### config.mk
export PLATFORM = sky130hd
export DESIGN_NAME = boc_geom
export DESIGN_NICKNAME = d
export VERILOG_FILES = /design/src/design/boc_pkg.sv /design/src/design/boc_geom.sv
export SDC_FILE = /design/constraint.sdc
export NUM_CORES = 2
export LEC_CHECK = 0
export BUFFER_PORTS_ARGS = -buffer_cell sky130_fd_sc_hd__buf_2
export CAP_MARGIN = 30
export CORE_MARGIN = 10
export CORE_UTILIZATION = 59
export CTS_CLUSTER_SIZE = 40
export DETAILED_ROUTE_END_ITERATION = 16
export PLACE_DENSITY = 0.74
export SLEW_MARGIN = 15
export SYNTH_ARGS = -nofsm -noshare
export SYNTH_HDL_FRONTEND = slang
export SYNTH_SLANG_ARGS = --single-unit
### constraint.sdc
create_clock -name clk -period 12.29 [get_ports clk]
set_input_delay 2.458 -clock clk [delete_from_list [all_inputs] [get_ports clk]]
set_output_delay 2.458 -clock clk [all_outputs]
set_load 0.02 [all_outputs]
### src/design/boc_pkg.sv
`default_nettype none

package boc_pkg;

	localparam int IOU_W      = 17;
	localparam int DIST_W     = 18;
	localparam int OUT_DATA_W = 40;
	localparam int OUT_USER_W = 1;

	localparam logic [DIST_W-1:0] DIST_MAX = {DIST_W{1'b1}};

endpackage

`default_nettype wire

### src/design/boc_geom.sv
`default_nettype none

module boc_geom #(
	parameter int COORD_BITS = 12
) (
	input  wire logic                      clk,
	input  wire logic                      arst_n,
	input  wire logic                      in_valid,
	output logic                           in_ready,
	input  wire logic [COORD_BITS-1:0]     ref_x,
	input  wire logic [COORD_BITS-1:0]     ref_y,
	input  wire logic [COORD_BITS-1:0]     ref_w,
	input  wire logic [COORD_BITS-1:0]     ref_h,
	input  wire logic [COORD_BITS-1:0]     pred_x,
	input  wire logic [COORD_BITS-1:0]     pred_y,
	input  wire logic [COORD_BITS-1:0]     pred_w,
	input  wire logic [COORD_BITS-1:0]     pred_h,
	output logic                           out_valid,
	input  wire logic                      out_ready,
	output logic [2*COORD_BITS:0]          uni,
	output logic [2*COORD_BITS-1:0]        inter,
	output logic [2*COORD_BITS+2:0]        sq,
	output logic                           empty
);
	import boc_pkg::*;

	localparam int C = COORD_BITS;

	function automatic logic [C-1:0] span_ovl(input logic [C-1:0] a0, input logic [C-1:0] al,
		input logic [C-1:0] b0, input logic [C-1:0] bl);
		logic [C:0] lo, hi, ae, be;
		lo = (a0 > b0) ? {1'b0, a0} : {1'b0, b0};
		ae = {1'b0, a0} + {1'b0, al};
		be = {1'b0, b0} + {1'b0, bl};
		hi = (ae < be) ? ae : be;
		return (hi > lo) ? C'(hi - lo) : '0;
	endfunction

	function automatic logic [C:0] center(input logic [C-1:0] x, input logic [C-1:0] w);
		logic [C-1:0] k;
		k = w >> 1;
		if (w[0] && k[0]) begin
			k = k + C'(1);
		end
		return {1'b0, x} + {1'b0, k};
	endfunction

	logic rdy1, rdy2, rdy3;
	logic v_s1, v_s2, v_s3;

	logic [C:0] rcx, rcy, pcx, pcy;

	logic [C-1:0] ovx_s1, ovy_s1, rw_s1, rh_s1, pw_s1, ph_s1;
	logic [C:0]   dx_s1, dy_s1;

	logic [2*C-1:0] ar_s2, ap_s2, inter_s2;
	logic [2*C+1:0] dx2_s2, dy2_s2;

	logic [2*C:0]   uni_s3;
	logic [2*C-1:0] inter_s3;
	logic [2*C+2:0] sq_s3;
	logic           empty_s3;

	assign rdy3     = !v_s3 || out_ready;
	assign rdy2     = !v_s2 || rdy3;
	assign rdy1     = !v_s1 || rdy2;
	assign in_ready = rdy1;

	assign rcx = center(ref_x, ref_w);
	assign rcy = center(ref_y, ref_h);
	assign pcx = center(pred_x, pred_w);
	assign pcy = center(pred_y, pred_h);

	always_ff @(posedge clk or negedge arst_n) begin
		if (!arst_n) begin
			v_s1 <= 1'b0;
			v_s2 <= 1'b0;
			v_s3 <= 1'b0;
		end else begin
			if (rdy1) v_s1 <= in_valid;
			if (rdy2) v_s2 <= v_s1;
			if (rdy3) v_s3 <= v_s2;
		end
	end

	// spans, centers and center offsets
	always_ff @(posedge clk) begin
		if (rdy1) begin
			ovx_s1 <= span_ovl(ref_x, ref_w, pred_x, pred_w);
			ovy_s1 <= span_ovl(ref_y, ref_h, pred_y, pred_h);
			dx_s1  <= (rcx > pcx) ? rcx - pcx : pcx - rcx;
			dy_s1  <= (rcy > pcy) ? rcy - pcy : pcy - rcy;
			rw_s1  <= ref_w;
			rh_s1  <= ref_h;
			pw_s1  <= pred_w;
			ph_s1  <= pred_h;
		end
	end

	// products
	always_ff @(posedge clk) begin
		if (rdy2) begin
			ar_s2    <= (2*C)'(rw_s1) * (2*C)'(rh_s1);
			ap_s2    <= (2*C)'(pw_s1) * (2*C)'(ph_s1);
			inter_s2 <= (2*C)'(ovx_s1) * (2*C)'(ovy_s1);
			dx2_s2   <= (2*C+2)'(dx_s1) * (2*C+2)'(dx_s1);
			dy2_s2   <= (2*C+2)'(dy_s1) * (2*C+2)'(dy_s1);
		end
	end

	// union and squared distance
	always_ff @(posedge clk) begin
		if (rdy3) begin
			uni_s3   <= (2*C+1)'(ar_s2) + (2*C+1)'(ap_s2) - (2*C+1)'(inter_s2);
			inter_s3 <= inter_s2;
			sq_s3    <= (2*C+3)'(dx2_s2) + (2*C+3)'(dy2_s2);
			empty_s3 <= (ar_s2 == '0) && (ap_s2 == '0);
		end
	end

	assign out_valid = v_s3;
	assign uni       = uni_s3;
	assign inter     = inter_s3;
	assign sq        = sq_s3;
	assign empty     = empty_s3;

endmodule

`default_nettype wire

==> run_results.csv <==
group,metric,value,unit
status,status,"finished, final reports clean",
synthesis,yosys.area.top_type_share,23.57,%
synthesis,syn_area_per_cell,9.330,um2
synthesis,ys_async_sr_fraction,1.000,%
timing,slew_violations,0,
global_routing,grt_antenna_before_repair,3,
synthesis,yosys_register_bits,300,
setup_path,required,12.58,ns
timing,clock_skew,0.03025,ns
clock_network,cts_buffers,37,
setup_path,path_buf_inv,1,
floorplan,io_pins,179,
global_routing,grt_max_degree,75,
clock_network,tritoncts,"done",
placed_design,place_congestion,0.9607,
synthesis,synthCells,4816,
routing,dr.pass1.iters,6,
floorplan,die_x,296.0,um
synthesis,synth_compound_area_share,9.312,%
synthesis,synth_top_family_by_area,"adder cells",
synthesis,synth_area_leaders,"fa_1, edfxtp_1, ha_1",
routing,final_antenna_net_count,0,
synthesis,synth_area,0.04493,mm2
synthesis,ys_types,79,
synthesis,synth_top_cell_by_area,"fa_1",
global_routing,gr-total-overflow,0,
timing,grt_setup_unrepaired,"no",
clock_network,clk_pin_slew,0.06,ns
floorplan,die_area,0.08760,mm2
setup_path,crit_top_cell,"a21oi_1",
timing,fin_crit_sh,69.94,%
global_routing,grt_pass1_wl,178.6,mm
clock_network,cts_resized,0,
global_routing,grt_util_all_layers,25.71,%
floorplan,dieHeight,296.0,um
layout,fillCellCount,6255,
routing,vias_per_cell,5.615,
clock_network,clockRootBuffer,"clkbuf_16",
setup_path,critical_path_peak_fanout,13,
routing,routedWlPerCell,18.70,um
setup_path,max_stage_delay,0.58,ns
timing,setup_viol,0,
floorplan,core,0.07570,mm2
floorplan,start_util,59.36,%
synthesis,synthMuxAreaShare,1.537,%
timing,finalSetupTns,0,ns
clock_network,postCtsSetupBuffers,0,
routing,drtIter0Drc,2188,
synthesis,yosys.area_share.adder,40.19,%
synthesis,synthFlopType,"edfxtp_1",
layout,nets,6145,
clock_network,htree_levels,2,
timing,max_freq,0.1163,GHz
setup_path,crit_family,"compound AO/OA/AOI/OAI gates",
timing,maxSlewHeadroom,37.42,%
flow_run,maxCapViolations,0,
placed_design,place_hpwl,91.49,mm
setup_path,crit_path_start_kind,"input port",
clock_network,cts_max_path_buffers,3,
floorplan,rows,101,
synthesis,syn-num-nets,6042,
setup_path,critPathCaptureType,"flip-flop",
synthesis,synth-edff-count,297,
global_routing,grt_pass1_vias,34050,
clock_network,hold_buffers,0,
setup_path,path_class,"input port to flip-flop",
setup_path,crit_path_top_delay_cell,"or2_1",
clock_network,clk_latency,0.58,ns
routing,via_count,33250,
hold_path,hold_path.class,"flip-flop to flip-flop",
timing,worst_slew_pin_slew,0.9388,ns
setup_path,critPathArrivalTime,8.89,ns
synthesis,synth_xor_area_share,5.828,%
timing,period_minus_slack,8.596,ns
synthesis,ys_seq_area_share,20.02,%
placed_design,io_buffers,178,
synthesis,yosysWarnings,0,
routing,wl,110.7,mm
clock_network,clock-sinks,300,
timing,finalHoldViolations,0,
layout,syn_to_final_growth,6.449,%
layout,drive_above_1_share,5.907,%
synthesis,synthSimpleGateAreaFrac,13.25,%
routing,drc,0,
Yosys cell counts, types with 55 or more instances:
master	count
a21o_1	114
a21oi_1	177
and2_1	229
clkbuf_1	110
edfxtp_1	297
fa_1	529
ha_1	597
inv_1	1048
nand2_1	469
nand3_1	55
nor2_1	165
nor3_1	65
o21ai_0	112
xnor2_1	223
xor2_1	76
cell type report:
| type | count | area, um2 | area share [%] |
|---|---|---|---|
| Clock buffer | 46 | 1011 | 2.114 |
| Timing Repair Buffer | 188 | 985.9 | 2.061 |
| Sequential cell | 300 | 8994 | 18.80 |
| Multi-Input combinational cell | 3344 | 31520 | 65.90 |
| Inverter | 1048 | 3934 | 8.224 |
| Clock inverter | 17 | 161.4 | 0.3374 |
| Antenna cell | 1 | 2.502 | 0.005232 |
| Tap cell | 978 | 1224 | 2.558 |
routing by layer:
| layer | routed length [um] | GRT usage, % |
|---|---|---|
| met4 | 3167 | 7.527 |
| met1 | 47160 | 34.57 |
| met3 | 7873 | 3.749 |
| met5 | 10 | 0 |
| met2 | 52510 | 42.79 |
cell usage in the layout (no fill, tap or decap), types with 14 or more instances in the layout:
| cell type | instances |
|---|---|
| nand2_1 | 469 |
| and2_1 | 229 |
| a21oi_1 | 177 |
| mux2i_1 | 51 |
| nand3_1 | 55 |
| nor3_1 | 65 |
| o21a_1 | 46 |
| o21bai_1 | 30 |
| xnor2_1 | 223 |
| a31oi_1 | 16 |
| o21ai_0 | 112 |
| a21o_1 | 114 |
| ha_1 | 597 |
| nor4_1 | 22 |
| fa_1 | 529 |
| buf_2 | 178 |
| edfxtp_1 | 297 |
| clkbuf_16 | 38 |
| nor2_1 | 165 |
| inv_1 | 1048 |
| a211oi_1 | 14 |
| nand4_1 | 31 |
| a21boi_0 | 15 |
| nand2b_1 | 42 |
| and3_1 | 34 |
| nor2b_1 | 51 |
| xor2_1 | 76 |
worst paths after layout:
path	slack [ns]	cells after the start	endpoint	startpoint
setup / recovery	3.69	28	ovy_s1[10]	ref_y[1]
hold / removal	0.45	0	inter[15]	inter_s2[15]
setup reg to reg	5.92	18	dx2_s2[24]	dx_s1[3]
hold reg to reg	0.45	0	inter[15]	inter_s2[15]
max in group asynchronous	10.52	1	out_valid	arst_n
min in group asynchronous	1.66	1	v_s1	arst_n
metrics by stage:
stage | hold WS (ns) | utilization [%] | std cells | worst slack, ns | instance area [um2]
floorplan | 0.4264 | - | 4816 | 4.326 | 44930
global placement | 0.4358 | 61.59 | 5856 | 3.264 | 46620
detailed placement | 0.4475 | 61.64 | 5858 | 3.225 | 46660
CTS | 0.4521 | 63.18 | 5921 | 3.765 | 47830
global route | 0.4706 | 63.18 | 5921 | 3.280 | 47830
finish | 0.4513 | 63.19 | 5922 | 3.694 | 47830
cells by family (layout without fill, tap and decap cells):
| family | count (synthesis) | in the layout |
|---|---|---|
| muxes | 66 | 66 |
| AOI/OAI and AO/OA | 637 | 637 |
| DFF | 300 | 300 |
| and+or+nand+nor | 1216 | 1216 |
| buffers and inverters | 1172 | 1299 |
| adders and majority gates | 1126 | 1126 |
| xor gates and xnor gates | 299 | 299 |
| other | 0 | 1 |
registers in the layout, indices dropped and copies added, names as in the netlist:
signal	flops
sq	27
dx2_s2	25
dy2_s2	25
uni	25
ap_s2	24
ar_s2	24
inter	24
inter_s2	24
dx_s1	13
dy_s1	13
ovx_s1	12
ovy_s1	12
ph_s1	12
pw_s1	12
rh_s1	12
rw_s1	12
empty	1
out_valid	1
v_s1	1
v_s2	1
Power is not shown: default switching activity piles up to over one toggle a cycle in this logic, so the estimate is an artifact.
