$ cat src/design/boc_pkg.sv
`default_nettype none

package boc_pkg;

	localparam int IOU_W      = 17;
	localparam int DIST_W     = 18;
	localparam int OUT_DATA_W = 40;
	localparam int OUT_USER_W = 1;

	localparam logic [DIST_W-1:0] DIST_MAX = {DIST_W{1'b1}};

endpackage

`default_nettype wire

$ cat src/design/boc_divsqrt.sv
`default_nettype none

module boc_divsqrt #(
	parameter int COORD_BITS     = 12,
	parameter int IOU_FRAC_BITS  = 16,
	parameter int DIST_FRAC_BITS = 4
) (
	input  wire logic                      clk,
	input  wire logic                      arst_n,
	input  wire logic                      in_valid,
	output logic                           in_ready,
	input  wire logic [2*COORD_BITS:0]     uni,
	input  wire logic [2*COORD_BITS-1:0]   inter,
	input  wire logic [2*COORD_BITS+2:0]   sq,
	input  wire logic                      empty,
	output logic                           out_valid,
	input  wire logic                      out_ready,
	output logic [boc_pkg::IOU_W-1:0]      iou,
	output logic [boc_pkg::DIST_W-1:0]     center_dist,
	output logic                           empty_union
);
	import boc_pkg::*;

	localparam int AW   = 2*COORD_BITS + 1;
	localparam int SW   = 2*COORD_BITS + 3;
	localparam int QB   = IOU_FRAC_BITS + 1;
	localparam int RADW = SW + 2*DIST_FRAC_BITS;
	localparam int RW2  = RADW + (RADW % 2);
	localparam int RB   = RW2 / 2;
	localparam int N    = (QB > RB) ? QB : RB;
	localparam int IW   = (QB > IOU_W) ? QB : IOU_W;
	localparam int DW   = (RB > DIST_W) ? RB : DIST_W;

	logic           rdy [N+1];
	logic           v_s [N];
	logic [AW-1:0]  d_s [N];
	logic [AW-1:0]  rem_s [N];
	logic [QB-1:0]  quo_s [N];
	logic [RW2-1:0] rad_s [N];
	logic [RB:0]    srem_s [N];
	logic [RB-1:0]  root_s [N];
	logic           e_s [N];

	logic [IW-1:0]  quo_x;
	logic [DW-1:0]  root_x;

	assign rdy[N]   = out_ready;
	assign in_ready = rdy[0];

	for (genvar k = 0; k < N; k++) begin : g_st
		logic [AW-1:0]  d_in, r_in, r_nx;
		logic [QB-1:0]  q_in, q_nx;
		logic [RW2-1:0] rad_in, rad_nx;
		logic [RB:0]    sr_in, sr_nx;
		logic [RB-1:0]  root_in, root_nx;
		logic           v_in, e_in;

		assign rdy[k] = !v_s[k] || rdy[k+1];

		if (k == 0) begin : g_head
			assign v_in    = in_valid;
			assign d_in    = uni;
			assign r_in    = AW'(inter);
			assign q_in    = '0;
			assign rad_in  = RW2'(sq) << (2*DIST_FRAC_BITS);
			assign sr_in   = '0;
			assign root_in = '0;
			assign e_in    = empty;
		end else begin : g_link
			assign v_in    = v_s[k-1];
			assign d_in    = d_s[k-1];
			assign r_in    = rem_s[k-1];
			assign q_in    = quo_s[k-1];
			assign rad_in  = rad_s[k-1];
			assign sr_in   = srem_s[k-1];
			assign root_in = root_s[k-1];
			assign e_in    = e_s[k-1];
		end

		// restoring divide, one quotient bit
		if (k < QB) begin : g_div
			logic [AW:0] t;
			logic        ge;
			if (k == 0) begin : g_first
				assign t = {1'b0, r_in};
			end else begin : g_next
				assign t = {r_in, 1'b0};
			end
			assign ge   = t >= {1'b0, d_in};
			assign r_nx = ge ? AW'(t - {1'b0, d_in}) : t[AW-1:0];
			assign q_nx = {q_in[QB-2:0], ge};
		end else begin : g_div_pass
			assign r_nx = r_in;
			assign q_nx = q_in;
		end

		// digit-by-digit square root, one root bit
		if (k < RB) begin : g_sqrt
			logic [RB+2:0] t;
			logic [RB+2:0] trial;
			logic          ge;
			assign t       = {sr_in, rad_in[RW2-1 -: 2]};
			assign trial   = {1'b0, root_in, 2'b01};
			assign ge      = t >= trial;
			assign sr_nx   = ge ? (RB+1)'(t - trial) : t[RB:0];
			assign root_nx = {root_in[RB-2:0], ge};
			assign rad_nx  = rad_in << 2;
		end else begin : g_sqrt_pass
			assign sr_nx   = sr_in;
			assign root_nx = root_in;
			assign rad_nx  = rad_in;
		end

		always_ff @(posedge clk or negedge arst_n) begin
			if (!arst_n) begin
				v_s[k] <= 1'b0;
			end else if (rdy[k]) begin
				v_s[k] <= v_in;
			end
		end

		always_ff @(posedge clk) begin
			if (rdy[k]) begin
				d_s[k]    <= d_in;
				rem_s[k]  <= r_nx;
				quo_s[k]  <= q_nx;
				rad_s[k]  <= rad_nx;
				srem_s[k] <= sr_nx;
				root_s[k] <= root_nx;
				e_s[k]    <= e_in;
			end
		end
	end

	assign quo_x  = IW'(quo_s[N-1]);
	assign root_x = DW'(root_s[N-1]);

	assign out_valid   = v_s[N-1];
	assign empty_union = e_s[N-1];
	assign iou         = e_s[N-1] ? '0 : quo_x[IOU_W-1:0];
	assign center_dist = (root_x > DW'(DIST_MAX)) ? DIST_MAX : root_x[DIST_W-1:0];

endmodule

`default_nettype wire

$ cat config.mk
export PLATFORM = sky130hd
export DESIGN_NAME = boc_divsqrt
export DESIGN_NICKNAME = d
export VERILOG_FILES = /design/src/design/boc_pkg.sv /design/src/design/boc_divsqrt.sv
export SDC_FILE = /design/constraint.sdc
export NUM_CORES = 2
export LEC_CHECK = 0
export BUFFER_PORTS_ARGS = -buffer_cell sky130_fd_sc_hd__buf_2
export CAP_MARGIN = 10
export CORE_ASPECT_RATIO = 1.4
export CORE_MARGIN = 5
export CORE_UTILIZATION = 60
export DETAILED_ROUTE_END_ITERATION = 6
export HOLD_SLACK_MARGIN = 0.1
export PLACE_DENSITY = 0.8
export SLEW_MARGIN = 10
export SYNTH_ARGS = -nofsm -noshare
export SYNTH_HDL_FRONTEND = slang
export SYNTH_SLANG_ARGS = --single-unit
$ cat constraint.sdc
create_clock -name clk -period 24.2 [get_ports clk]
set_clock_uncertainty 0.1 [all_clocks]
set_input_delay 0 -clock clk [delete_from_list [all_inputs] [get_ports clk]]
set_output_delay 0 -clock clk [all_outputs]
set_load 0.02 [all_outputs]
==> flow_summary_export.csv <==
group,metric,value,unit
critical_path,required,24.10,ns
routing,wire_per_inst,18.1,um
floorplan,fp.dieH,459,um
logic_synthesis,synth_edf_count,1635,
cells_and_area,drive_above_1_share,9.18,%
grt,grt_max_degree,99,
critical_path,crit_slowest_cell,"nor2_1",
critical_path,slowest_delay,0.77,ns
critical_path,r2r-start,"out_valid",
critical_path,reg2regPathDepth,12,
placement,io_buffers,118,
critical_path,cp-end-kind,"primary output",
clock_network,cts-resized-gates,0,
critical_path,crit_chain,"nor2b_1 -> nand2_2 -> buf_4 -> nor2_1 -> and2_1 -> inv_4 -> nor3_1 -> buf_4 -> nand3_4 -> nor2_1 -> nand3_4 -> buf_4 -> buf_2",
grt,use_met3,2.74,%
critical_path,critical_path_arrival,6.36,ns
logic_synthesis,synthArstFlopShare,1.09,%
floorplan,die_w,330,um
logic_synthesis,ys_top_cells_by_count,"edfxtp_1, inv_1, ha_1",
grt,antenna_found_initial,0,
grt,overflow,0,
critical_path,crit_family,"simple AND/OR/NAND/NOR gates",
cells_and_area,area_delta_synth_final,11.5,%
grt,grt_pass1_vias,58000,
clock_network,h-tree-depth,4,
status,outcome,"finished clean",
worst_hold_path,hold_class,"in2async",
grt,met1_usage,20.2,%
cells_and_area,diodes,0,
logic_synthesis,ys_warn_count,0,
logic_synthesis,synth.distinct_cells,89,
clock_network,clock-sinks,1653,
clock_network,cts_tree,"done",
flow_run,max_cap_violations,0,
cells_and_area,n_fill_cell,9916,
floorplan,core,143000,um2
grt,met2_usage,46.8,%
logic_synthesis,synthTopCellsByArea,"edfxtp_1, ha_1, inv_1",
logic_synthesis,synth_nets,7884,
timing,fin_crit,6.46,ns
critical_path,rrSetupSlack,18.44,ns
critical_path,rr_endpoint,"d_s[0][18]",
clock_network,clock_latency,0.81,ns
timing,slew_headroom,20.5,%
logic_synthesis,synth.most_common_cell,"edfxtp_1",
routing,via_count,55000,
cells_and_area,final_util,67.4,%
clock_network,path_clk_slew,0.07,ns
timing,tightest_slew,1.19,ns
timing,clock.fmax,155,MHz
routing,drtPass1Iterations,6,
floorplan,num_rows,164,
routing,ant_nets,0,
timing,tns,0,ns
logic_synthesis,netlist_area,86300,um2
power,ir_worst_vdd,0.0753,mV
timing,hold_viol_final,0,
critical_path,worstSetupPathType,"reg2out",
critical_path,worstSetupStartpointType,"flop",
placement,gp_congestion,0.997,
cells_and_area,final_nets,8250,
routing,vias_per_cell,5.74,
timing,rsz0062_at_grt,"no",
critical_path,crit_fanout,64,
critical_path,path_buf_inv,5,
clock_network,cts_buffer_depth,3,
floorplan,start_util,60.4,%
grt,grt_use_total,22.9,%
routing,routed_wl,173000,um
timing,fin_crit_sh,26.7,%
clock_network,cts_made_buffers,157,
power,p_per_area,123,nW/um2
timing,setup_viol,0,
critical_path,cpMostUsedCell,"buf_4",
timing,maxSlewViolCount,0,
floorplan,io_pins,119,
power,power.total,11.8,mW
floorplan,fp.dieArea,152000,um2
timing,timing.hold.ws,0.174,ns
grt,grt_pass1_wl,279000,um
logic_synthesis,avgSynthCellArea,12.0,um2
logic_synthesis,synth.largest_area_cell,"edfxtp_1",
routing,route.detailed.drc,0,
logic_synthesis,ys.flop_type,"edfxtp_1",
logic_synthesis,ys_ff_latch,1653,
clock_network,root_buffer,"clkbuf_16",
placement,dpl.hpwl,129000,um
logic_synthesis,yosysSeqAreaShare,57.4,%
logic_synthesis,synth_top_cell_area_share,56.9,%
power,power.leakage,40.4,nW
grt,top_usage_layer,"met2",
logic_synthesis,syn_inst,7179,
routing,initialDrtViolationCount,3040,
## cell usage in the layout, fill, tap and decap left out, types with 36 or more instances in the layout
| cell | n |
|---|---|
| buf_4 | 42 |
| o21bai_1 | 36 |
| nor4_1 | 44 |
| xnor2_1 | 301 |
| mux2_2 | 190 |
| edfxtp_1 | 1635 |
| or3_1 | 40 |
| and3_1 | 43 |
| o21a_1 | 111 |
| nor2_1 | 373 |
| buf_2 | 118 |
| nand2_1 | 487 |
| nand3_1 | 105 |
| a211oi_1 | 55 |
| nor2b_1 | 98 |
| ha_1 | 605 |
| nor3_1 | 110 |
| a21o_1 | 221 |
| o21ai_0 | 407 |
| xor2_1 | 221 |
| or2_2 | 47 |
| nand4_1 | 66 |
| a21oi_1 | 458 |
| nand2b_1 | 90 |
| inv_1 | 763 |
| o31ai_1 | 47 |
| dlygate4sd3_1 | 171 |
| a31oi_1 | 50 |
| clkbuf_16 | 158 |
## worst max path at each step
stage / startpoint / end / slack [ns] / depth (start not counted)
3_3_place_gp: out_valid / d_s[0][18] / 18.65 / 12
6_report: out_valid / in_ready / 17.74 / 13
4_1_cts: out_valid / in_ready / 17.62 / 13
5_1_grt: out_valid / in_ready / 17.26 / 13
3_5_place_dp: out_valid / d_s[0][18] / 18.58 / 12
2_1_floorplan: out_valid / d_s[0][0] / 13.71 / 9
## worst register-to-register path, delay by kind of cell, from the launching register on
family | cells | cell delay [ns]
and+or+nand+nor | 8 | 3.56
buffers and inverters | 4 | 1.29
DFF | 1 | 0.33
## flip-flops by register name, indices dropped and copies added, names as in the netlist
| name | flops |
|---|---|
| d_s | 400 |
| e_s | 18 |
| g_st.v_in | 17 |
| out_valid | 1 |
| quo_s | 170 |
| rad_s | 182 |
| rem_s | 400 |
| root_s | 171 |
| srem_s | 294 |
## final cells by class
class / count / area, um2 / area share, %
tap: 1909 / 2390 / 2.48
clock buffer: 192 / 4170 / 4.34
clock inverter: 99 / 1070 / 1.11
multi-input combinational: 4633 / 33500 / 34.8
sequential: 1653 / 49500 / 51.5
inverter: 768 / 2890 / 3.01
timing repair buffer: 332 / 2640 / 2.74
## layer usage
| metal | wire length (um) | vias to the layer above |
|---|---|---|
| met2 | 99700 | 1205 |
| met4 | 12700 | 0 |
| met1 | 56200 | 26300 |
| met3 | 4620 | 591 |
| li1 | - | 26900 |
| met5 | 0 | - |
## metrics by stage
| stage | cells | instance area (um2) | setup WS, ns |
|---|---|---|---|
| detailed placement | 9123 | 89300 | 18.58 |
| finish | 9586 | 96200 | 17.74 |
| floorplan | 7179 | 86300 | 13.71 |
| CTS | 9586 | 96200 | 17.62 |
| global route | 9586 | 96200 | 17.26 |
| global placement | 9123 | 89300 | 18.65 |
## logic make-up (layout without fill, tap and decap cells)
| family | after synthesis | in the layout | share of synthesized area (%) |
|---|---|---|---|
| compound gates | 1618 | 1618 | 11.9 |
| xor+xnor | 522 | 522 | 5.30 |
| other cells | 1 | 1 | 0.00435 |
| fa+ha+maj | 624 | 624 | 9.22 |
| simple gates | 1650 | 1650 | 9.39 |
| flops | 1653 | 1653 | 57.4 |
| mux | 218 | 218 | 2.87 |
| buf+inv | 893 | 1391 | 3.91 |
## where the power goes
| group | switching [mW] | total, mW | internal [mW] |
|---|---|---|---|
| logic | 2.59 | 4.62 | 2.02 |
| registers | 0.459 | 4.77 | 4.31 |
| clock network | 1.07 | 2.45 | 1.38 |
## repair_timing
action                                 CTS  global route
hold buffers                           172             0
buffers inserted                         0             0
endpoints found under the hold margin  207             0
Note: power is estimated with default switching activity, not from simulation.
